File: src/rtl/vsn_pkg.sv
// Shared types, constants and helpers for the vertex store nearest-select block.
package vsn_pkg;

    localparam int VSN_MAX_VERTS  = 64;
    localparam int VSN_COORD_BITS = 16;

    // Operation codes carried on the input tuser.
    localparam logic [1:0] OP_ADD    = 2'd0;
    localparam logic [1:0] OP_MOVE   = 2'd1;
    localparam logic [1:0] OP_SELECT = 2'd2;

    // Result word layout, lowest bit up.
    localparam int OUT_IDX_BITS = 6;
    localparam int OUT_DW       = 16;

    // Per-cell control: rotate the ring, or load the incoming point.
    typedef struct packed {
        logic shift;
        logic load;
    } t_cell_ctl;

    function automatic logic [OUT_DW-1:0] pack_out(
        input logic                    applied,
        input logic                    sel_valid,
        input logic [OUT_IDX_BITS-1:0] sel_idx,
        input logic [OUT_IDX_BITS-1:0] count
    );
        logic [OUT_DW-1:0] w;
        w = '0;
        w[0]   = applied;
        w[1]   = sel_valid;
        w[7:2] = sel_idx;
        w[13:8] = count;
        return w;
    endfunction

endpackage

File: src/rtl/vertex_store_nearest_select_core.sv
// Top level of the vertex store with nearest-vertex selection.
// Add, move and unused codes: result word is valid in the cycle after the word is taken.
// Select on a non-empty store: the result follows one full rotation of the
// cell ring past the single distance pipeline, then its three stages and a finish state.
// One input word is worked on at a time; a new word is taken once the result slot is free.
// Reset is synchronous, active low: count and selection clear, the vertex cells do not.
module vertex_store_nearest_select_core
    import vsn_pkg::*;
#(
    parameter int MAX_VERTS  = VSN_MAX_VERTS,
    parameter int COORD_BITS = VSN_COORD_BITS
) (
    input  logic                                  i_clk,
    input  logic                                  i_rst_n,
    input  logic                                  s_axis_tvalid,
    output logic                                  s_axis_tready,
    // tdata: x_coord, then y_coord, zero filled to whole bytes.
    input  logic [((2*COORD_BITS+7)/8)*8-1:0]     s_axis_tdata,
    // tuser: operation.
    input  logic [1:0]                            s_axis_tuser,
    output logic                                  m_axis_tvalid,
    input  logic                                  m_axis_tready,
    // tdata: applied, selection_valid, selected_index, vertex_count, zero filled.
    output logic [OUT_DW-1:0]                     m_axis_tdata
);

    localparam int CB = COORD_BITS;
    localparam int IW = (MAX_VERTS > 1) ? $clog2(MAX_VERTS) : 1;
    localparam int N  = MAX_VERTS;

    localparam logic [1:0] ST_IDLE  = 2'd0;
    localparam logic [1:0] ST_SCAN  = 2'd1;
    localparam logic [1:0] ST_DRAIN = 2'd2;
    localparam logic [1:0] ST_FIN   = 2'd3;

    // Control state.
    logic [1:0]     r_state,   n_state;
    logic [IW-1:0]  r_count,   n_count;
    logic [IW-1:0]  r_sel,     n_sel;
    logic           r_present, n_present;
    logic [IW-1:0]  r_step,    n_step;
    logic [1:0]     r_drain,   n_drain;
    logic           r_ovalid,  n_ovalid;
    logic           r_have,    n_have;

    // Payload.
    logic [CB-1:0]      r_px;
    logic [CB-1:0]      r_py;
    logic [2*CB:0]      r_best_d;
    logic [IW-1:0]      r_best_idx;
    logic [OUT_DW-1:0]  r_odata, n_odata;

    logic [CB-1:0]  w_in_x;
    logic [CB-1:0]  w_in_y;
    logic           w_acc;
    logic           w_add_ok;
    logic           w_move_ok;
    logic           w_wr_en;
    logic [IW-1:0]  w_wr_idx;
    logic           w_shift;
    logic           w_start_scan;

    logic           w_feed_cand;
    logic           w_p_cand;
    logic [IW-1:0]  w_p_idx;
    logic [2*CB:0]  w_p_dist;
    logic           w_better;

    logic [IW+OUT_IDX_BITS-1:0] w_cnt_ext;
    logic [IW+OUT_IDX_BITS-1:0] w_sel_ext;

    logic [CB-1:0]  c_x [N];
    logic [CB-1:0]  c_y [N];

    assign w_in_x = s_axis_tdata[CB-1:0];
    assign w_in_y = s_axis_tdata[2*CB-1:CB];

    // A word is taken only at rest, and only when the result slot is free or freeing.
    assign s_axis_tready = (r_state == ST_IDLE) && (!r_ovalid || m_axis_tready);
    assign w_acc         = s_axis_tvalid && s_axis_tready;

    assign w_add_ok  = (r_count != IW'(MAX_VERTS - 1));
    assign w_move_ok = r_present && (r_sel < r_count);

    always_comb begin
        w_wr_en  = 1'b0;
        w_wr_idx = r_count;
        if (w_acc) begin
            case (s_axis_tuser)
                OP_ADD: begin
                    w_wr_en  = w_add_ok;
                    w_wr_idx = r_count;
                end
                OP_MOVE: begin
                    w_wr_en  = w_move_ok;
                    w_wr_idx = r_sel;
                end
                default: begin
                    w_wr_en = 1'b0;
                end
            endcase
        end
    end

    assign w_shift      = (r_state == ST_SCAN);
    assign w_start_scan = w_acc && (s_axis_tuser == OP_SELECT) && (r_count != '0);

    // The ring: cell i takes cell i+1 on every scan cycle, so after step k the head
    // (cell 0) holds slot k, and after a full rotation every slot is home again.
    for (genvar gi = 0; gi < N; gi++) begin : g_cell
        localparam int NXT = (gi + 1) % N;
        t_cell_ctl w_ctl;

        assign w_ctl.shift = w_shift;
        assign w_ctl.load  = w_wr_en && (w_wr_idx == IW'(gi));

        vsn_cell #(
            .COORD_BITS (CB)
        ) u_cell (
            .i_clk   (i_clk),
            .i_ctl   (w_ctl),
            .i_nbr_x (c_x[NXT]),
            .i_nbr_y (c_y[NXT]),
            .i_wr_x  (w_in_x),
            .i_wr_y  (w_in_y),
            .o_x     (c_x[gi]),
            .o_y     (c_y[gi])
        );
    end

    // Only slots below the count are candidates; the rest of the ring just rides along.
    assign w_feed_cand = w_shift && (r_step < r_count);

    vsn_dist #(
        .COORD_BITS (CB),
        .IW         (IW)
    ) u_dist (
        .i_clk   (i_clk),
        .i_rst_n (i_rst_n),
        .i_cand  (w_feed_cand),
        .i_idx   (r_step),
        .i_px    (r_px),
        .i_py    (r_py),
        .i_vx    (c_x[0]),
        .i_vy    (c_y[0]),
        .o_cand  (w_p_cand),
        .o_idx   (w_p_idx),
        .o_dist  (w_p_dist)
    );

    // Strictly smaller wins, so on a tie the earlier (lower) slot is kept.
    assign w_better = w_p_cand && (!r_have || (w_p_dist < r_best_d));

    always_comb begin
        n_state   = r_state;
        n_count   = r_count;
        n_sel     = r_sel;
        n_present = r_present;
        n_step    = r_step;
        n_drain   = r_drain;
        n_have    = r_have || w_better;
        n_ovalid  = r_ovalid && !m_axis_tready;
        n_odata   = r_odata;
        w_cnt_ext = '0;
        w_sel_ext = '0;

        case (r_state)
            ST_IDLE: begin
                if (w_acc) begin
                    if (w_start_scan) begin
                        n_state = ST_SCAN;
                        n_step  = '0;
                        n_have  = 1'b0;
                    end else begin
                        if ((s_axis_tuser == OP_ADD) && w_add_ok) begin
                            n_count = r_count + 1'b1;
                        end
                        w_cnt_ext = {{OUT_IDX_BITS{1'b0}}, n_count};
                        w_sel_ext = {{OUT_IDX_BITS{1'b0}}, r_present ? r_sel : {IW{1'b0}}};
                        n_ovalid  = 1'b1;
                        n_odata   = pack_out(w_wr_en, r_present,
                                             w_sel_ext[OUT_IDX_BITS-1:0],
                                             w_cnt_ext[OUT_IDX_BITS-1:0]);
                    end
                end
            end
            ST_SCAN: begin
                n_step = r_step + 1'b1;
                if (r_step == IW'(MAX_VERTS - 1)) begin
                    n_state = ST_DRAIN;
                    n_drain = '0;
                end
            end
            ST_DRAIN: begin
                n_drain = r_drain + 1'b1;
                if (r_drain == 2'd2) begin
                    n_state = ST_FIN;
                end
            end
            ST_FIN: begin
                n_state   = ST_IDLE;
                n_sel     = r_best_idx;
                n_present = 1'b1;
                w_cnt_ext = {{OUT_IDX_BITS{1'b0}}, r_count};
                w_sel_ext = {{OUT_IDX_BITS{1'b0}}, r_best_idx};
                n_ovalid  = 1'b1;
                n_odata   = pack_out(1'b1, 1'b1,
                                     w_sel_ext[OUT_IDX_BITS-1:0],
                                     w_cnt_ext[OUT_IDX_BITS-1:0]);
            end
            default: begin
                n_state = ST_IDLE;
            end
        endcase
    end

    always_ff @(posedge i_clk) begin
        if (!i_rst_n) begin
            r_state   <= ST_IDLE;
            r_count   <= '0;
            r_sel     <= '0;
            r_present <= 1'b0;
            r_step    <= '0;
            r_drain   <= '0;
            r_ovalid  <= 1'b0;
            r_have    <= 1'b0;
        end else begin
            r_state   <= n_state;
            r_count   <= n_count;
            r_sel     <= n_sel;
            r_present <= n_present;
            r_step    <= n_step;
            r_drain   <= n_drain;
            r_ovalid  <= n_ovalid;
            r_have    <= n_have;
        end
    end

    always_ff @(posedge i_clk) begin
        r_odata <= n_odata;
        if (w_start_scan) begin
            r_px <= w_in_x;
            r_py <= w_in_y;
        end
        if (w_better) begin
            r_best_d   <= w_p_dist;
            r_best_idx <= w_p_idx;
        end
    end

    assign m_axis_tvalid = r_ovalid;
    assign m_axis_tdata  = r_odata;

endmodule

File: src/rtl/vsn_cell.sv
// One vertex cell of the rotating store ring.
module vsn_cell
    import vsn_pkg::*;
#(
    parameter int COORD_BITS = VSN_COORD_BITS
) (
    input  logic                  i_clk,
    input  t_cell_ctl             i_ctl,
    input  logic [COORD_BITS-1:0] i_nbr_x,
    input  logic [COORD_BITS-1:0] i_nbr_y,
    input  logic [COORD_BITS-1:0] i_wr_x,
    input  logic [COORD_BITS-1:0] i_wr_y,
    output logic [COORD_BITS-1:0] o_x,
    output logic [COORD_BITS-1:0] o_y
);

    logic [COORD_BITS-1:0] r_x;
    logic [COORD_BITS-1:0] r_y;

    // A load only happens while the ring is at rest, so the two never meet.
    always_ff @(posedge i_clk) begin
        if (i_ctl.load) begin
            r_x <= i_wr_x;
            r_y <= i_wr_y;
        end else if (i_ctl.shift) begin
            r_x <= i_nbr_x;
            r_y <= i_nbr_y;
        end
    end

    assign o_x = r_x;
    assign o_y = r_y;

endmodule

File: src/rtl/vsn_dist.sv
// Three-stage squared-distance pipeline fed from the head of the ring.
module vsn_dist
    import vsn_pkg::*;
#(
    parameter int COORD_BITS = VSN_COORD_BITS,
    parameter int IW         = 6
) (
    input  logic                    i_clk,
    input  logic                    i_rst_n,
    input  logic                    i_cand,
    input  logic [IW-1:0]           i_idx,
    input  logic [COORD_BITS-1:0]   i_px,
    input  logic [COORD_BITS-1:0]   i_py,
    input  logic [COORD_BITS-1:0]   i_vx,
    input  logic [COORD_BITS-1:0]   i_vy,
    output logic                    o_cand,
    output logic [IW-1:0]           o_idx,
    output logic [2*COORD_BITS:0]   o_dist
);

    localparam int CB = COORD_BITS;

    logic signed [CB:0] w_diff_x;
    logic signed [CB:0] w_diff_y;
    logic [CB:0]        w_abs_x;
    logic [CB:0]        w_abs_y;

    logic [2:0]         r_cand;
    logic [IW-1:0]      r_idx1;
    logic [IW-1:0]      r_idx2;
    logic [IW-1:0]      r_idx3;
    logic [CB-1:0]      r_dx;
    logic [CB-1:0]      r_dy;
    logic [2*CB-1:0]    r_sqx;
    logic [2*CB-1:0]    r_sqy;
    logic [2*CB:0]      r_sum;

    // Differences fit in CB+1 signed bits; their magnitudes fit in CB bits.
    assign w_diff_x = $signed({i_px[CB-1], i_px}) - $signed({i_vx[CB-1], i_vx});
    assign w_diff_y = $signed({i_py[CB-1], i_py}) - $signed({i_vy[CB-1], i_vy});
    assign w_abs_x  = w_diff_x[CB] ? -w_diff_x : w_diff_x;
    assign w_abs_y  = w_diff_y[CB] ? -w_diff_y : w_diff_y;

    always_ff @(posedge i_clk) begin
        if (!i_rst_n) begin
            r_cand <= '0;
        end else begin
            r_cand <= {r_cand[1:0], i_cand};
        end
    end

    always_ff @(posedge i_clk) begin
        r_dx   <= w_abs_x[CB-1:0];
        r_dy   <= w_abs_y[CB-1:0];
        r_idx1 <= i_idx;
        r_sqx  <= {{CB{1'b0}}, r_dx} * {{CB{1'b0}}, r_dx};
        r_sqy  <= {{CB{1'b0}}, r_dy} * {{CB{1'b0}}, r_dy};
        r_idx2 <= r_idx1;
        r_sum  <= {1'b0, r_sqx} + {1'b0, r_sqy};
        r_idx3 <= r_idx2;
    end

    assign o_cand = r_cand[2];
    assign o_idx  = r_idx3;
    assign o_dist = r_sum;

endmodule

File: config.mk
export PLATFORM = sky130hd
export DESIGN_NAME = vertex_store_nearest_select_core
export DESIGN_NICKNAME = d
export VERILOG_FILES = /design/src/rtl/vsn_pkg.sv /design/src/rtl/vertex_store_nearest_select_core.sv /design/src/rtl/vsn_cell.sv /design/src/rtl/vsn_dist.sv
export SDC_FILE = /design/constraint.sdc
export NUM_CORES = 2
export LEC_CHECK = 0
export ABC_AREA = 0
export BUFFER_PORTS_ARGS = -buffer_cell sky130_fd_sc_hd__buf_2
export CAP_MARGIN = 20
export CORE_ASPECT_RATIO = 1.1
export CORE_UTILIZATION = 35
export DETAILED_ROUTE_END_ITERATION = 6
export GPL_TIMING_DRIVEN = 0
export PLACE_DENSITY = 0.57
export SKIP_LAST_GASP = 1
export SLEW_MARGIN = 20
export SYNTH_ARGS = -nofsm -noshare
export SYNTH_HDL_FRONTEND = slang
export SYNTH_SLANG_ARGS = --single-unit
File: constraint.sdc
create_clock -name i_clk -period 6 [get_ports i_clk]
set_input_delay 0.6 -clock i_clk [delete_from_list [all_inputs] [get_ports i_clk]]
set_output_delay 0.6 -clock i_clk [all_outputs]
set_load 0.03 [all_outputs]
After elaboration in Yosys (flattened, before gate mapping) --
Cells that the tools add are included.
Operators by class: add/subtract/negate cells 8, multipliers 2, divide/modulo/power cells 0, $lt $le $gt $ge 3, eq/ne operators 76, shifts and indexed selects 0, mux-type cells 283, bitwise operators 1, reduce and logical (&&, ||, !) cells 155
Operator list (number):
- $mux W16 | 260
- $eq A6 B6 Y1 const B | 33
- $reduce_bool A2 Y1 | 67
- $eq A6 B5 Y1 const B | 16
- $logic_and A1 B1 Y1 | 73
- $mul A16 B16 Y32 | 2
- $eq A6 B4 Y1 const B | 8
- $mux W6 | 6
- $sub A16 B16 Y17 | 2
- $add A32 B32 Y33 | 1
- $lt A33 B33 Y1 | 1
- $neg A16 Y16 | 2
- $pmux W16 S2 | 1
- $eq A6 B3 Y1 const B | 4
- $add A6 B1 Y6 const B | 2
- $eq A6 B2 Y1 const B | 2
- $lt A6 B6 Y1 | 2
- $pmux W6 S2 | 1
- $mux W2 | 5
- $reduce_and A3 Y1 | 3
- $eq A2 B2 Y1 const B | 4
- $ne A2 B2 Y1 const B | 4
- $pmux W2 S4 | 1
- $eq A6 B1 Y1 const B | 1
- 15 further kinds | 27
Storage, ports and cells: flip-flop bits (word level) 2310, latch bits 0, RAM bits 0, bits in read-only memories 0, input bits 38, output and inout port bits 18, memories kept 0

Logic depth before layout (Yosys ltp) --
depth after elaboration 9, mapped depth 26

Hierarchy --
From an unflattened synthesis, not the netlist that was laid out.
Unflattened totals: cells, all modules 7257, area, all modules 123110.6 µm²
By module, submodules not included:
- vsn_cell | times used 64, cells an instance 69, area each 1507.7 µm², sequential area each 960.9 µm²
- vsn_dist | times used 1, cells an instance 2318, area each 21028.9 µm², sequential area each 2962.8 µm²
- vertex_store_nearest_select_core | times used 1, cells an instance 523, area each 5589.1 µm², sequential area each 3052.9 µm²

Least setup slack after synthesis --
No wires, ideal clock.
kind register to register, start point register u_dist.r_dy[4], end point register u_dist.r_sqy[30], setup time 0.072 ns, arrival time 6.006 ns, required time 5.928 ns, setup slack -0.078 ns, stages on the path, launching flop included 23, period minus slack after synthesis 6.078 ns, path through dfxtp_1 > clkbuf_1 > clkbuf_1 > nand2_1 > fa_1 > inv_1 > fa_1 > ha_1 > inv_1 > fa_1 > fa_1 > inv_1 > fa_1 > ha_1 > clkbuf_1 > and4_1 > or4_4 > o21ai_1 > a21oi_1 > o31a_1 > a311o_1 > a21oi_1 > xnor2_1
Between the ends: word-level cells in the longest chain between the ends 1
Ends and longest elaborated chain:
- start, declared | line vsn_dist.sv:33 | logic [CB-1:0] r_dy;
- start signal, assigned | line vsn_dist.sv:54 | r_dy <= w_abs_y[CB-1:0];
- $mul A16 B16 Y32 | line vsn_dist.sv:57 | r_sqy <= {{CB{1'b0}}, r_dy} * {{CB{1'b0}}, r_dy};
- end signal, assigned | line vsn_dist.sv:57
- end, declared | line vsn_dist.sv:35 | logic [2*CB-1:0] r_sqy;
No other way between the ends. A chain may end at the register's enable or synchronous reset.

Worst setup path after layout --
Ends and elaborated chain as after synthesis.

==> results.txt <==
- Number of enable flip-flop cells after synthesis: 2133
- Die outline height: 599 µm
* Worst Setup Slack, final: -0.0459 ns
* WHS Path Cells: 1
* Top fanout value on the critical path: 4
- Share of async-settable or async-resettable flops after synthesis: 0%
* Clock tree from TritonCTS: yes
- In the routed design, unresolved DRC markers number 0.
* Seq cells post-synth: 2306
* Total number of clock tree sinks: 2306
- For this block, the initial DRC count from the detailed router was 4604.
- The layer flagged by global routing as most heavily used is met2.
- STA classifies the critical path endpoint as a register.
* Required time of the critical path: 6.76 ns
* Final hold vios: 0
- For the finished layout, the period the worst path requires is 6.05 ns.
- Tightest slew margin relative to the limit: 22.0%
- Based on the critical path, the design can be clocked at up to 165 MHz.
- The later pin in the worst-skew pair is clocked with a latency of 0.93 ns.
- The count of buffers added on input and output ports is 53.
- For this run, the number of standard cells in the final layout without fillers is 12400.
- Summing the sequential cell areas from Yosys gives 59.6% of the chip area.
* Post-synthesis mux area share: 20.4%
* RSZ-0062 raised after global routing: yes
* Buffer cell driving the clock tree root: clkbuf_16
- The H-tree generated during clock tree synthesis spans 4 levels.
- Antenna violations before repair: 24
* Least-Margin Pin Slew: 1.17 ns
* Num CTS Buffers: 231
* Fin Clk Skew: 0.102 ns
- Number of synthesis warnings: 0
- Detailed Routing Iterations Pass 1: 6
- After floorplanning, the core was divided into 218 placement rows.
- The number of global-route vias before repair came to 64100.
- Arrival time at the worst endpoint: 6.80 ns
- Initial core utilization: 35.3%
- The worst register-to-register path begins at u_dist.r_dy[4]$_DFF_P_.
- Global routing consumed, over all layers together, 17.7% of the routing resources.
- Final setup violating endpoints: 2
* Failing checks: setup timing
- Via total after detailed routing: 61600
- No sink is reached through more buffers than the 3 on the longest clock path.
* Highest-count cells in the layout ignoring fill and taps: edfxtp_1, mux2_2, inv_1
- Number of pins exceeding their max-slew limit in the final report: 0
- The min-delay analysis places its worst path in the category in2reg.
* XOR/XNOR Fraction of Synth Area: 1.14%
- Among all flip-flop cells after synthesis, the most frequent one is edfxtp_1.
* Critical Path Source: u_dist.r_dy[4]$_DFF_P_
- The average instance in the mapped netlist occupies 15.3 µm².
- Nets: 8521
* Placeable Area: 0.321 mm²
* Layout cell share with drive strength beyond 1: 38.4%
- Combinational family with the most area after synthesis: multiplexers
- Crit path capture: u_dist.r_sqy[30]$_DFF_P_
- Instance count after placement with tap cells included: 11800
- Ports: 56
* Number of cells traversed by the worst register-to-register path: 23
- Last weighted congestion value of the routability-driven placer: 0.833
- Commonest non-fill, non-tap cell in the layout: edfxtp_1
- Worst R2R End: u_dist.r_sqy[30]$_DFF_P_
* Total Die Area: 0.326 mm²
- Avg WL per Cell: 23.4 µm
- Once detail routing completed, the nets flagged for antenna violations numbered 0.
* Setup slack of the worst register-to-register path: -0.05 ns
* Share of synthesized cell area in full adder, half adder and majority cells: 9.21%
- Layout Area Growth over Synthesis: 14.5%
* Drt total wl: 289 mm
- Fraction of the mapped netlist area in simple logic gates: 3.48%
* Category of the critical setup timing path: reg2reg
- Global route total overflow: 0
* Share of the clock period used by the worst path: 101%
- Global routing consumed, on the met3 layer, 2.70% of the routing resources.
- The tool flagged a number of max-cap violations equal to 0.
- Once detailed placement completed, the half-perimeter wirelength came to 210 mm.
- The synthesized netlist devotes 2.24% of its cell area to compound gates.
* Met1 track utilization from global routing: 23.3%
- For met2 alone, demand over resource in global routing was 29.6%.
- Via density: 4.99
- Entering global routing, the biggest net connects 33 pins.
- Netlist cell types: 92
- Status: finished, violations left
* Wire length of the first global-routing pass: 428 mm
* Category of the worst setup path launch point: register
* Clock input transition at the sequential cells of the worst setup and hold paths: 0.06 ns
- Number of cells produced by synthesis: 7421
* Die boundary width: 545 µm
* Synthesized cell area: 0.113 mm²
synthesized netlist by cell type, types with 21 or more instances:
master,n,area [µm²]
xor2_1,41,359
nor3_1,29,145
fa_1,326,6530
a21o_1,56,420
mux2_2,2025,22800
nand3_1,39,195
buf_1,32,120
buf_2,209,1050
nor2_2,21,131
dfxtp_1,173,3460
nor2_1,135,507
a21oi_1,105,526
nand2_1,244,916
clkbuf_1,253,950
o21a_1,24,180
inv_1,608,2280
xnor2_1,107,937
o21ai_0,76,380
nor2b_1,34,213
ha_1,313,3920
edfxtp_1,2133,64100
mux2_1,26,293
and2_1,93,582
nand2b_1,67,419
or2_2,30,188
registers in the layout, indices dropped and copies added (netlist names), 3 cells and up:
name	flops
r_best_idx	6
u_dist.r_idx1	6
r_sel	6
u_dist.r_cand	3
r_py	16
u_dist.r_dx	16
u_dist.o_idx	6
m_axis_tdata	14
r_px	16
u_dist.o_dist	33
u_dist.r_dy	16
u_dist.r_idx2	6
r_count	6
r_step	6
u_dist.r_sqx	31
r_best_d	33
g_cell.u_cell.o_x	1024
g_cell.u_cell.o_y	1024
u_dist.r_sqy	31
through the flow:
stage               util, %  setup slack (ns)  TNS (ns)  cell area [µm²]  hold slack [ns]
floorplan                 -            0.0111         0           113000            0.310
global placement       37.0             -1.29    -99.70           119000            0.310
detailed placement     37.4             -1.25    -24.69           120000            0.312
CTS                    40.2            -0.153    -0.406           129000           0.0429
global route           40.4            -0.268     -1.81           130000           0.0407
finish                 40.4           -0.0459   -0.0493           130000           0.0854
layer usage:
metal	up-vias	wire length, µm
li1	27800	-
met3	436	14300
met5	-	0
met2	1426	141000
met1	32000	125000
met4	0	9190
worst min path at each step:
stage,start,end
final,s_axis_tdata[6],r_px[6]$_DFFE_PP_
after global routing,s_axis_tdata[3],r_px[3]$_DFFE_PP_
after CTS,s_axis_tdata[3],r_px[3]$_DFFE_PP_
after detailed placement,u_dist.r_idx2[4]$_DFF_P_,u_dist.o_idx[4]$_DFF_P_
after global placement,u_dist.r_idx1[5]$_DFF_P_,u_dist.r_idx2[5]$_DFF_P_
after floorplan,u_dist.r_idx2[0]$_DFF_P_,u_dist.o_idx[0]$_DFF_P_
cells by family (layout without fill, tap and decap cells):
logic type | Yosys count | after routing
AOI/OAI and AO/OA | 385 | 385
xor gates and xnor gates | 148 | 148
adders and majority gates | 639 | 639
buffers and inverters | 1106 | 1724
DFF | 2306 | 2306
muxes | 2058 | 2058
other | 1 | 24
and+or+nand+nor | 778 | 778
critical path, cell delays in order (launching register included):
cell and delay (ns):
dfxtp_4 0.36, buf_8 0.13, buf_12 0.12, and2_4 0.16
fa_1 0.47, inv_1 0.05, fa_1 0.47, inv_1 0.05
fa_1 0.47, fa_1 0.52, fa_1 0.54, inv_1 0.05
fa_1 0.51, inv_2 0.05, ha_4 0.21, a21o_1 0.17
a21o_1 0.15, a21o_1 0.17, a211oi_2 0.24, a21oi_2 0.11
o31a_1 0.30, a311o_1 0.34, a21oi_2 0.15, xnor2_1 0.12
area by class of cell:
cell class	count	area, µm²
diodes	22	55.1
plain buffers	491	2580
clock buffers	307	6210
clock inverters	122	1330
fillers	29500	192000
inverters	609	2300
multi-input cells	4010	42100
flip-flops and latches	2306	67600
well taps	4290	5370
repair buffers	195	2180
timing repair:
| action | in CTS | in global routing |
|---|---|---|
| endpoints found under the hold margin | 29 | 0 |
| endpoints found under the setup margin | 37 | 19 |
| gates cloned | 0 | 1 |
| pin swaps | 38 | 68 |
| gates resized for setup | 227 | 82 |
| hold buffers | 29 | 0 |
| buffers inserted | 27 | 35 |
Power is left out: the tool's default activity adds up to more than one toggle a clock period on the data nets, which glitch-free logic cannot reach.
